<file path="src/hdl/cht_pkg.sv">
// cht_pkg: shared types and constants of the chained hash table engine.
// Used by every module of the block; no dependencies.
`timescale 1ns / 1ps
package cht_pkg;

	localparam int DATA_W      = 64;
	localparam int FUNC_W      = 2;
	localparam int CFG_W       = 7;
	localparam int CFG_RESET   = 64;
	localparam int KEY_SHIFT   = 4;                    // key grain of 16
	localparam int DIV_W       = DATA_W - KEY_SHIFT;   // hashed part of the key
	localparam int HASH_RADIX  = 6;                    // dividend bits per cycle
	localparam int HASH_STEPS  = DIV_W / HASH_RADIX;
	localparam int HASH_CNT_W  = 4;
	localparam int IN_TDATA_W  = 136;
	localparam int OUT_TDATA_W = 72;

	typedef enum logic [FUNC_W-1:0] {
		FUNC_ADD    = 2'd0,
		FUNC_UPDATE = 2'd1,
		FUNC_GET    = 2'd2,
		FUNC_REMOVE = 2'd3
	} func_t;

	typedef enum logic [1:0] {
		FOP_CLR = 2'd0,
		FOP_INC = 2'd1,
		FOP_DEC = 2'd2
	} fill_op_t;

	typedef struct packed {
		logic     load_in;
		logic     hash_start;
		logic     idx_clr;
		logic     idx_inc;
		logic     fill_ld;
		logic     hit_ld;
		logic     drop_set;
		logic     rd_next;
		logic     wr_at_fill;
		logic     key_we;
		logic     val_we;
		logic     shift_wr;
		logic     fill_we;
		fill_op_t fill_op;
		logic     clr_inc;
		logic     out_ld;
	} cht_cmd_t;

	typedef struct packed {
		logic  hash_done;
		logic  clr_last;
		func_t func;
		logic  idx_lt_fill;
		logic  idx1_lt_fill;
		logic  key_match;
		logic  full;
		logic  out_free;
	} cht_sts_t;

endpackage

</file>
<file path="src/hdl/cht_ctrl.sv">
// cht_ctrl: controller of the hash table: clearing sweep, hash wait, bucket
// scan, append, remove shift and result hand-off. Depends on cht_pkg.
`timescale 1ns / 1ps
module cht_ctrl (
	input  logic              clk,
	input  logic              arst_n,
	input  logic              s_tvalid,
	output logic              s_tready,
	input  cht_pkg::cht_sts_t sts,
	output cht_pkg::cht_cmd_t cmd
);
	import cht_pkg::*;

	typedef enum logic [10:0] {
		ST_CLR  = 11'b000_0000_0001,
		ST_IDLE = 11'b000_0000_0010,
		ST_HASH = 11'b000_0000_0100,
		ST_FRD  = 11'b000_0000_1000,
		ST_FLD  = 11'b000_0001_0000,
		ST_SRD  = 11'b000_0010_0000,
		ST_SCMP = 11'b000_0100_0000,
		ST_APP  = 11'b000_1000_0000,
		ST_HRD  = 11'b001_0000_0000,
		ST_HWR  = 11'b010_0000_0000,
		ST_DONE = 11'b100_0000_0000
	} state_t;

	state_t state_q;
	state_t state_nxt;

	always_ff @(posedge clk or negedge arst_n) begin
		if (!arst_n) begin
			state_q <= ST_CLR;
		end else begin
			state_q <= state_nxt;
		end
	end

	always_comb begin
		state_nxt = state_q;
		cmd       = '0;
		cmd.fill_op = FOP_CLR;
		s_tready  = 1'b0;
		unique case (state_q)
			ST_CLR: begin
				cmd.fill_we = 1'b1;
				cmd.clr_inc = 1'b1;
				if (sts.clr_last) begin
					state_nxt = ST_IDLE;
				end
			end
			ST_IDLE: begin
				s_tready = 1'b1;
				if (s_tvalid) begin
					cmd.load_in    = 1'b1;
					cmd.hash_start = 1'b1;
					state_nxt      = ST_HASH;
				end
			end
			ST_HASH: begin
				if (sts.hash_done) begin
					state_nxt = ST_FRD;
				end
			end
			ST_FRD: state_nxt = ST_FLD;
			ST_FLD: begin
				cmd.fill_ld = 1'b1;
				cmd.idx_clr = 1'b1;
				state_nxt   = (sts.func == FUNC_ADD) ? ST_APP : ST_SRD;
			end
			ST_SRD: begin
				if (sts.idx_lt_fill) begin
					state_nxt = ST_SCMP;
				end else if (sts.func == FUNC_UPDATE) begin
					state_nxt = ST_APP;
				end else begin
					state_nxt = ST_DONE;
				end
			end
			ST_SCMP: begin
				if (sts.key_match) begin
					cmd.hit_ld = 1'b1;
					if (sts.func == FUNC_UPDATE) begin
						cmd.val_we = 1'b1;
						state_nxt  = ST_DONE;
					end else if (sts.func == FUNC_REMOVE) begin
						state_nxt = ST_HRD;
					end else begin
						state_nxt = ST_DONE;
					end
				end else begin
					cmd.idx_inc = 1'b1;
					state_nxt   = ST_SRD;
				end
			end
			ST_APP: begin
				if (sts.full) begin
					cmd.drop_set = 1'b1;
				end else begin
					cmd.wr_at_fill = 1'b1;
					cmd.key_we     = 1'b1;
					cmd.val_we     = 1'b1;
					cmd.fill_we    = 1'b1;
					cmd.fill_op    = FOP_INC;
				end
				state_nxt = ST_DONE;
			end
			// close the gap: entry idx+1 moves down to idx
			ST_HRD: begin
				cmd.rd_next = 1'b1;
				if (sts.idx1_lt_fill) begin
					state_nxt = ST_HWR;
				end else begin
					cmd.fill_we = 1'b1;
					cmd.fill_op = FOP_DEC;
					state_nxt   = ST_DONE;
				end
			end
			ST_HWR: begin
				cmd.shift_wr = 1'b1;
				cmd.key_we   = 1'b1;
				cmd.val_we   = 1'b1;
				cmd.idx_inc  = 1'b1;
				state_nxt    = ST_HRD;
			end
			ST_DONE: begin
				if (sts.out_free) begin
					cmd.out_ld = 1'b1;
					state_nxt  = ST_IDLE;
				end
			end
			default: state_nxt = ST_IDLE;
		endcase
	end

endmodule

</file>
<file path="config.mk">
export PLATFORM = sky130hd
export DESIGN_NAME = cht_ctrl
export DESIGN_NICKNAME = d
export VERILOG_FILES = /design/src/hdl/cht_pkg.sv /design/src/hdl/cht_ctrl.sv
export SDC_FILE = /design/constraint.sdc
export NUM_CORES = 1
export LEC_CHECK = 0
export CAP_MARGIN = 0
export CORE_AREA = 2 2 42 44
export CTS_BUF_LIST = sky130_fd_sc_hd__clkbuf_4 sky130_fd_sc_hd__clkbuf_8
export DETAILED_ROUTE_END_ITERATION = 7
export DIE_AREA = 0 0 44 46
export DONT_BUFFER_PORTS = 1
export MAX_ROUTING_LAYER = met4
export PLACE_DENSITY = 0.71
export SLEW_MARGIN = 0
export SYNTH_ARGS = -nofsm -noshare
export SYNTH_HDL_FRONTEND = slang
export SYNTH_SLANG_ARGS = --single-unit
export TNS_END_PERCENT = 1
</file>
<file path="constraint.sdc">
create_clock -name clk -period 2.5 [get_ports clk]
set_input_delay 0 -clock clk [delete_from_list [all_inputs] [get_ports clk]]
set_output_delay 0 -clock clk [all_outputs]
set_load 0.01 [all_outputs]
</file>
Word level (Yosys, flattened, before mapping)

Cells that the tools add are included.

Register bits after elaboration: 11
Input port bits: 12
Output and inout port bits: 18

Equality and inequality tests: 17
Multiplexer cells: 37
Reductions and logical operators: 2

Operator list:

| kind                 | count |
|---|---|
| $pmux 11 s11         | 1 |
| $mux 11              | 10 |
| $mux 1               | 15 |
| $eq 11x1->1 const B  | 1 |
| $eq 11x10->1 const B | 1 |
| $eq 11x11->1 const B | 1 |
| $eq 11x2->1 const B  | 1 |
| $eq 11x3->1 const B  | 1 |
| $eq 11x4->1 const B  | 1 |
| $eq 11x5->1 const B  | 1 |
| $eq 11x6->1 const B  | 1 |
| $eq 11x7->1 const B  | 1 |
| $eq 11x8->1 const B  | 1 |
| $eq 11x9->1 const B  | 1 |
| $mux 3               | 3 |
| $mux 8               | 1 |
| $ne 2x2->1 const B   | 4 |
| $pmux 1 s3           | 2 |
| $mux 2               | 2 |
| $pmux 1 s2           | 2 |
| $pmux 2 s2           | 1 |
| $reduce_and 4->1     | 1 |
| $eq 2x1->1 const B   | 1 |
| $eq 2x2->1 const B   | 1 |
| $logic_not 2->1      | 1 |

Logic depth before layout (Yosys ltp)

Gate-level depths: netlist (run 1).

Word-level depth: 5
Depth in mapped cells: 7

Least setup slack after synthesis (run 1)

Ideal clock, no wire load.

Path kind: reg-to-reg
From: reg state_q[2]
To: reg state_q[10]
Arrival time: 1.738 ns
Setup slack: 0.685 ns
Stages on the path, launching flop included: 7
Path buffers: 2
Cell sequence: dfrtp_1 -> buf_6 -> or4_4 -> buf_6 -> nor4_4 -> a21oi_1 -> o21ai_1

Longest elaborated chain between the ends: 3

RTL lines:

| element                             | line           | RTL |
|---|---|---|
| start: declaration                  | cht_ctrl.sv:28 | `state_t state_q;` |
| start signal: assignment            | cht_ctrl.sv:35 | `state_q <= state_nxt;` |
| $eq 11x3->1 (tied with other cells) | cht_ctrl.sv:44 | `unique case (state_q)` |
| $ne 2x2->1 (no source line)         | -              |  |
| $reduce_and 4->1 (no source line)   | -              |  |

Several ways; a longest one is shown, not always the timed one.
A chain may end at the register's enable or synchronous reset.

Final worst setup path (run 1)

From: reg state_q[1]
To: reg state_q[7]

The elaborated chain is that of the path after synthesis.

==> results of run 1 <==
[cell usage after synthesis, types with 2 or more instances]
library cell,count,share of area [%]
nand4_1,4,2.8
and3_1,3,2.1
o21a_1,2,1.7
o21ai_0,2,1.1
nor2_1,10,4.2
buf_4,3,2.5
and4_1,2,1.9
nor3b_1,5,4.2
nand2_1,9,3.7
nand2b_1,3,2.1
nor4_1,2,1.4
nor4b_1,3,2.9
inv_1,9,3.7
xor2_1,2,1.9
buf_6,2,2.5
nand3_1,2,1.1
clkbuf_1,3,1.2
nor4_4,2,4.7
dfrtp_1,10,28
or4_4,2,2.5
a21oi_1,4,2.2
nand4b_1,2,1.9
nor3_1,4,2.2
[area by class of cell]
type | instances | area, µm² | share of cell area [%]
Sequential cell | 11 | 277 | 27.1
Clock buffer | 4 | 30.0 | 2.94
Timing Repair Buffer | 11 | 108 | 10.5
Inverter | 9 | 33.8 | 3.31
Multi-Input combinational cell | 78 | 552 | 54.0
Tap cell | 17 | 21.3 | 2.08
[layer usage]
layer	track usage, %	vias to the layer above
li1	-	403
met1	31.2	401
met2	36.5	39
met3	6.75	7
met4	12.7	0
met5	-	-
[critical path, cell delays in order, from the launching register on]
cell and delay, ns:
dfrtp_1 0.51, or4_4 0.62, nor4b_2 0.37, nand2_1 0.09
a21oi_1 0.15, dlygate4sd3_1 0.55
[how the worst min path moves through the flow]
stage	startpoint	end	cells past startpoint
detailed placement	arst_n	state_q[4]$_DFFE_PN0P_	0
global placement	arst_n	state_q[6]$_DFFE_PN0P_	0
finish	sts[4]	state_q[10]$_DFFE_PN0P_	3
CTS	sts[4]	state_q[10]$_DFFE_PN0P_	3
floorplan	arst_n	state_q[10]$_DFFE_PN0P_	0
global route	sts[2]	state_q[8]$_DFFE_PN0P_	4
[logic make-up after synthesis]
kind of cell | Yosys count
AND/OR/NAND/NOR | 60
flip-flops | 11
AO/OA/AOI/OAI | 16
XOR/XNOR | 2
buffers and inverters | 17
[stage by stage]
stage / setup WS (ns) / cells / area [µm²] / total power [mW] / utilization, %
2_1_floorplan: 0.685 / 106 / 901 / 0.493 / -
3_3_place_gp: 0.594 / 116 / 873 / 0.489 / 54.1
3_5_place_dp: 0.558 / 116 / 873 / 0.495 / 54.1
4_1_cts: 0.0740 / 130 / 1000 / 0.653 / 62.2
5_1_grt: 0.0172 / 130 / 1020 / 0.704 / 63.3
6_report: 0.150 / 130 / 1020 / 0.662 / 63.3
[where the power goes]
part / leakage (nW) / switching (mW) / total (mW) / internal [mW]
logic: 0.314 / 0.149 / 0.273 / 0.124
registers: 0.146 / 0.0513 / 0.249 / 0.198
clock network: 0.0184 / 0.0676 / 0.141 / 0.0729
[timing repair]
action                                  in CTS  in global routing
hold buffers                                10                  0
endpoints found under the setup margin       0                  1
endpoints found under the hold margin       21                  0
gates resized for setup                      0                  3
==> key figures, run 1 <==
Finish
  – Register with the most flip-flops: state_q
  – Antenna Cells: 0
  – Biggest regs: state_q x11
  – Filler cells: 138
  – Layout cells sized above 1: between 10% and 20%
  – Most frequent cells in the layout: 10 x nor2_1, 10 x dlygate4sd3_1, 10 x dfrtp_1
  – Final nets: 126
  – Max reg flops: 11
  – Area growth, synth to finish: 13.3%

Clock network
  – Num CTS Buffers: 3
  – Clock transition at path regs: approximately 0.070 ns
  – Clock insertion delay at the later pin of the skew report: 0.28 ns
  – Clk buf depth: 2
  – Root buf cell: clkbuf_4
  – Total number of H-tree levels: 1
  – CTS tree: built
  – # clock sinks: 11
  – Setup Fix Bufs, Post-CTS: 0

Timing
  – Worst Hold Slack: -0.0116 ns
  – Period utilization: between 90% and 100%
  – Worst Max-Slew Pin Slew: roughly 0.65 ns
  – Tmin final: between 2 and 2.5 ns
  – Final Max Tran Viols: 0
  – Setup TNS after final layout: 0 ns
  – Worst rel slew slack: 56.0%
  – Clock Skew: around 0.0015 ns
  – Max Clk Rate: ~430 MHz
  – Fin. Hold Viols: 1
  – Unrepaired setup endpoints after global routing: false
  – # setup viols final: 0

Place
  – HPWL Detailed: 1560 µm
  – Final GP Congestion: about 0.9
  – Port Buffers: 0

Floorplan
  – Full die area: 2020 µm²
  – Die extent in y: 46 µm
  – FP Rows: 15
  – Initial core utilization: a little under three fifths
  – IO Pins: 30
  – Core Box Area: ~1600 µm²
  – Die width: around 44 µm

Status
  – Failing checks: hold timing
  – Outcome: complete, but fails checks

Detailed routing
  – Met1 WL: roughly 900 µm
  – DR WL met2: between 1000 and 1500 µm
  – Iteration count of the initial detailed-routing pass: 4
  – Initial DRC Count: 29
  – Routed WL: approximately 2200 µm
  – Met3 WL: 161 µm
  – ANT nets after route: 0
  – Top Metal Used: met4
  – Drc violations: 0
  – WL/cell: around 17 µm
  – Vias per std cell: ~6.5
  – Vias: between 800 and 900

Global route
  – Antenna violations before repair: 0
  – Largest net degree at the start of global routing: 12
  – Vias in the first global route: between 700 and 800
  – Global Route Usage Sum: 24.8%
  – Global-route wire length before repair: ~3400 µm
  – Gr ovfl total: 0

Synthesis
  – Synth Area in Simple Gates: 43.6%
  – Synth unique cells: 39
  – Sequential fraction of the synthesis area: 30.7%
  – Ys Warns: 0
  – Synth Area in XOR/XNOR: 1.94%
  – Post-Synth Adder-Cell Area: 0%
  – #FFs+latches synth: 11
  – Post-synth ARST share: 100%
  – Post-synthesis area per instance: ~8.5 µm²
  – Post-Syn Nets: 118
  – EDFF count, synth: 0
  – Ys flop type: dfrtp_1
  – Largest family of logic cells by synthesized area: simple AND/OR/NAND/NOR gates
  – Synth Area in Compound Gates: a little over an eighth
  – Mapped Area: around 900 µm²
  – Post-Synthesis Cells: between 100 and 150
  – Mux cell area share after synthesis: 0%

Setup path
  – Worst Path Arrival: between 2 and 3 ns
  – Critical path peak fanout: 11
  – Crit path capture: state_q[7]$_DFFE_PN0P_
  – Critical path data required time: roughly 2.7 ns
  – CP Launch Type: flip-flop
  – RR Endpoint: state_q[7]$_DFFE_PN0P_
  – CP Class: reg -> reg
  – Worst r2r path cells: 5
  – R2R Path Start: state_q[1]$_DFFE_PN0P_
  – Worst Setup SP: state_q[1]$_DFFE_PN0P_
  – Crit end category: flip-flop
  – Register-to-register setup slack: about 0.15 ns

Power and ir drop
  – Static leakage: 0.478 nW
  – Total power per unit cell area: between 600 and 700 nW/µm²
  – VDD IR max: approximately 340 µV

Min path
  – HP Class: in -> reg

Job
  – Max_cap viols: 0
Note: power is estimated with default switching activity, not from simulation.
==> run 2, diff against run 1 <==
--- a/config.mk
+++ b/config.mk
@@ -11,7 +11,6 @@
 export DETAILED_ROUTE_END_ITERATION = 7
 export DIE_AREA = 0 0 44 46
 export DONT_BUFFER_PORTS = 1
-export MAX_ROUTING_LAYER = met4
 export PLACE_DENSITY = 0.71
 export SLEW_MARGIN = 0
 export SYNTH_ARGS = -nofsm -noshare
==> constraint.sdc (replaced) <==
create_clock -name clk -period 2.5 [get_ports clk]
set_input_delay 0.375 -clock clk [delete_from_list [all_inputs] [get_ports clk]]
set_output_delay 0.375 -clock clk [all_outputs]
set_load 0.01 [all_outputs]
==> run 2 against run 1 <==
Against the previous run: the run now ends clean; via count fell by 0.47%; worst setup slack got worse by 0.096 ns; die area did not move; clock skew rose by 0.0030 ns; non-clock buffer count fell by 1; sequential power fell by 8.8%; cell count fell by 0.77%; combinational power rose by 12%; clock power fell by 3%.
==> key figures, run 2 (synthesis results as in run 1) <==
Status
  – Outcome: completed

Setup path
  – CP max stage delay: 0.62 ns (about the same)
  – CP Class: reg -> out
  – Top delay family on crit path: simple AND/OR/NAND/NOR gates
  – Register-to-register setup slack: 0.43 ns (+0.28 ns)
  – Critical path peak fanout: 8 (-3)
  – Worst Path Arrival: 2.07 ns (-0.50 ns)
  – CP Cell Sequence: or4_4 > nor2_2 > nand4b_1 > o311ai_1 > buf_4
  – Critical path data required time: 2.12 ns (-0.60 ns)
  – CP Launch Type: flip-flop
  – CP max stage cell: or4_4
  – Crit end category: output pin
  – CP Buf/Inv Count: 1 (unchanged)

Place
  – Final GP Congestion: 0.852 (-4.1%)
  – Port Buffers: 0 (unchanged)
  – HPWL Detailed: 1550 µm (-0.99%)
  – DP Cell Count: 121 (+4.3%)
  – Pre-CTS setup slack: 0.178 ns (-0.380 ns)

Timing
  – Setup TNS after final layout: 0 ns (unchanged)
  – Fin. Hold Viols: 0 (-1)
  – Worst Max-Slew Pin Slew: 0.652 ns (+0.000944 ns)
  – Final Max Tran Viols: 0 (unchanged)
  – Unrepaired setup endpoints after global routing: false
  – Tmin final: 2.45 ns (+0.0964 ns)
  – Period utilization: 97.8% (+3.9 points)
  – Clock Skew: 0.00449 ns (+0.00300 ns)
  – # setup viols final: 0 (unchanged)
  – Final WS setup: 0.0539 ns (-0.0964 ns)
  – Max Clk Rate: 409 MHz (-3.9%)
  – Worst rel slew slack: 56.2% (+0.15 points)

Detailed routing
  – Iteration count of the initial detailed-routing pass: 4 (unchanged)
  – ANT nets after route: 0 (unchanged)
  – Vias: 846 (-0.47%)
  – Initial DRC Count: 37 (+28%)
  – Vias per std cell: 6.56 (+0.30%)
  – Routed WL: 2110 µm (-4.1%)
  – Drc violations: 0 (unchanged)
  – WL/cell: 16.3 µm (-3.3%)

Floorplan
  – Full die area: 2020 µm² (unchanged)
  – Die extent in y: 46 µm (unchanged)
  – Die width: 44 µm (unchanged)
  – IO Pins: 30 (unchanged)
  – FP Rows: 15 (unchanged)
  – Initial core utilization: 55.8% (unchanged)
  – Core Box Area: 1610 µm² (unchanged)

Global route
  – Antenna violations before repair: 0 (unchanged)
  – Gr ovfl total: 0 (unchanged)
  – Vias in the first global route: 755 (+4.9%)
  – Global-route wire length before repair: 3440 µm (unchanged)
  – Global Route Usage Sum: 23.4% (-1.4 points)
  – Largest net degree at the start of global routing: 12 (unchanged)

Clock network
  – Root buf cell: clkbuf_4
  – Num CTS Buffers: 3 (unchanged)
  – Clock insertion delay at the later pin of the skew report: 0.27 ns (about the same)
  – CTS tree: built
  – Clock transition at path regs: 0.08 ns (about the same)
  – # clock sinks: 11 (unchanged)
  – Total number of H-tree levels: 1 (unchanged)
  – Clk buf depth: 2 (unchanged)

Finish
  – Post-Layout Cell Count: 129 (-0.77%)
  – Final nets: 125 (-0.79%)
  – Layout cells sized above 1: 23.2% (+8.2 points)
  – Max reg flops: 11 (unchanged)
  – Register with the most flip-flops: state_q
  – Biggest regs: state_q x11
  – Area growth, synth to finish: 9.44%
  – Most frequent cells in the layout: 9 x inv_1, 9 x nor2_1, 9 x nand2_1, 9 x buf_4, 8 x dfrtp_1
  – Antenna Cells: 0 (unchanged)

Power and ir drop
  – VDD IR max: 295 µV (-14%)
  – Tot Pwr: 0.671 mW (+1.3%)
  – Static leakage: 0.474 nW (-0.90%)
  – Total power per unit cell area: 681 nW/µm² (+4.9%)

Min path
  – HP Class: in -> reg

Job
  – Max_cap viols: 0 (unchanged)
-- run 2: cell count changes in the layout (fill, tap and decap cells not counted), sizes merged --
| cell | delta |
|---|---|
| buf | +8 |
| dlygate4sd3 | -9 |
-- run 2: final cells by class --
class / count / area, µm²
fill: 141 / 628
multi-input combinational: 78 / 544
sequential: 11 / 279
timing repair buffer: 10 / 77.6
inverter: 9 / 33.8
clock buffer: 4 / 30.0
tap: 17 / 21.3
-- run 2: path summary, 6_finish.rpt --
path | endpoint | cells past startpoint | from
setup / recovery | cmd[4] | 5 | state_q[2]$_DFFE_PN0P_
hold reg to reg | state_q[3]$_DFFE_PN0P_ | 2 | state_q[7]$_DFFE_PN0P_
setup reg to reg | state_q[7]$_DFFE_PN0P_ | 5 | state_q[2]$_DFFE_PN0P_
max in group asynchronous | state_q[5]$_DFFE_PN0P_ | 1 | arst_n
hold / removal | state_q[7]$_DFFE_PN0P_ | 1 | sts[6]
min in group asynchronous | state_q[6]$_DFFE_PN0P_ | 1 | arst_n
-- run 2: power breakdown --
part | total [mW] | internal, mW | switching [mW]
Combinational | 0.307 | 0.137 | 0.171
Clock | 0.137 | 0.0727 | 0.0641
Sequential | 0.227 | 0.200 | 0.0270
Total | 0.671 | 0.409 | 0.262
-- run 2: routing by layer --
layer | up-vias | track usage (%) | share of wire (%)
li1 | 404 | - | -
met1 | 405 | 32.6 | 45
met2 | 31 | 35.9 | 48
met3 | 6 | 5.16 | 5.3
met4 | 0 | 7.88 | 1.9
met5 | - | 0 | 0
-- run 2: metrics by stage --
stage | instance area [µm²] | hold slack [ns] | utilization, %
6_report | 986 | 0.169 | 61.1
3_5_place_dp | 911 | 0.0798 | 56.4
2_1_floorplan | 901 | 0.0794 | -
4_1_cts | 972 | 0.168 | 60.2
3_3_place_gp | 911 | 0.0797 | 56.4
5_1_grt | 986 | 0.158 | 61.1
-- run 2: repair_timing --
item / in CTS / in global routing
hold buffers: 1 / 0
pin swaps: 2 / 4
buffers inserted: 2 / 1
resized for setup: 2 / 4
hold endpoints to repair: 11 / 0
setup endpoints to repair: 3 / 2
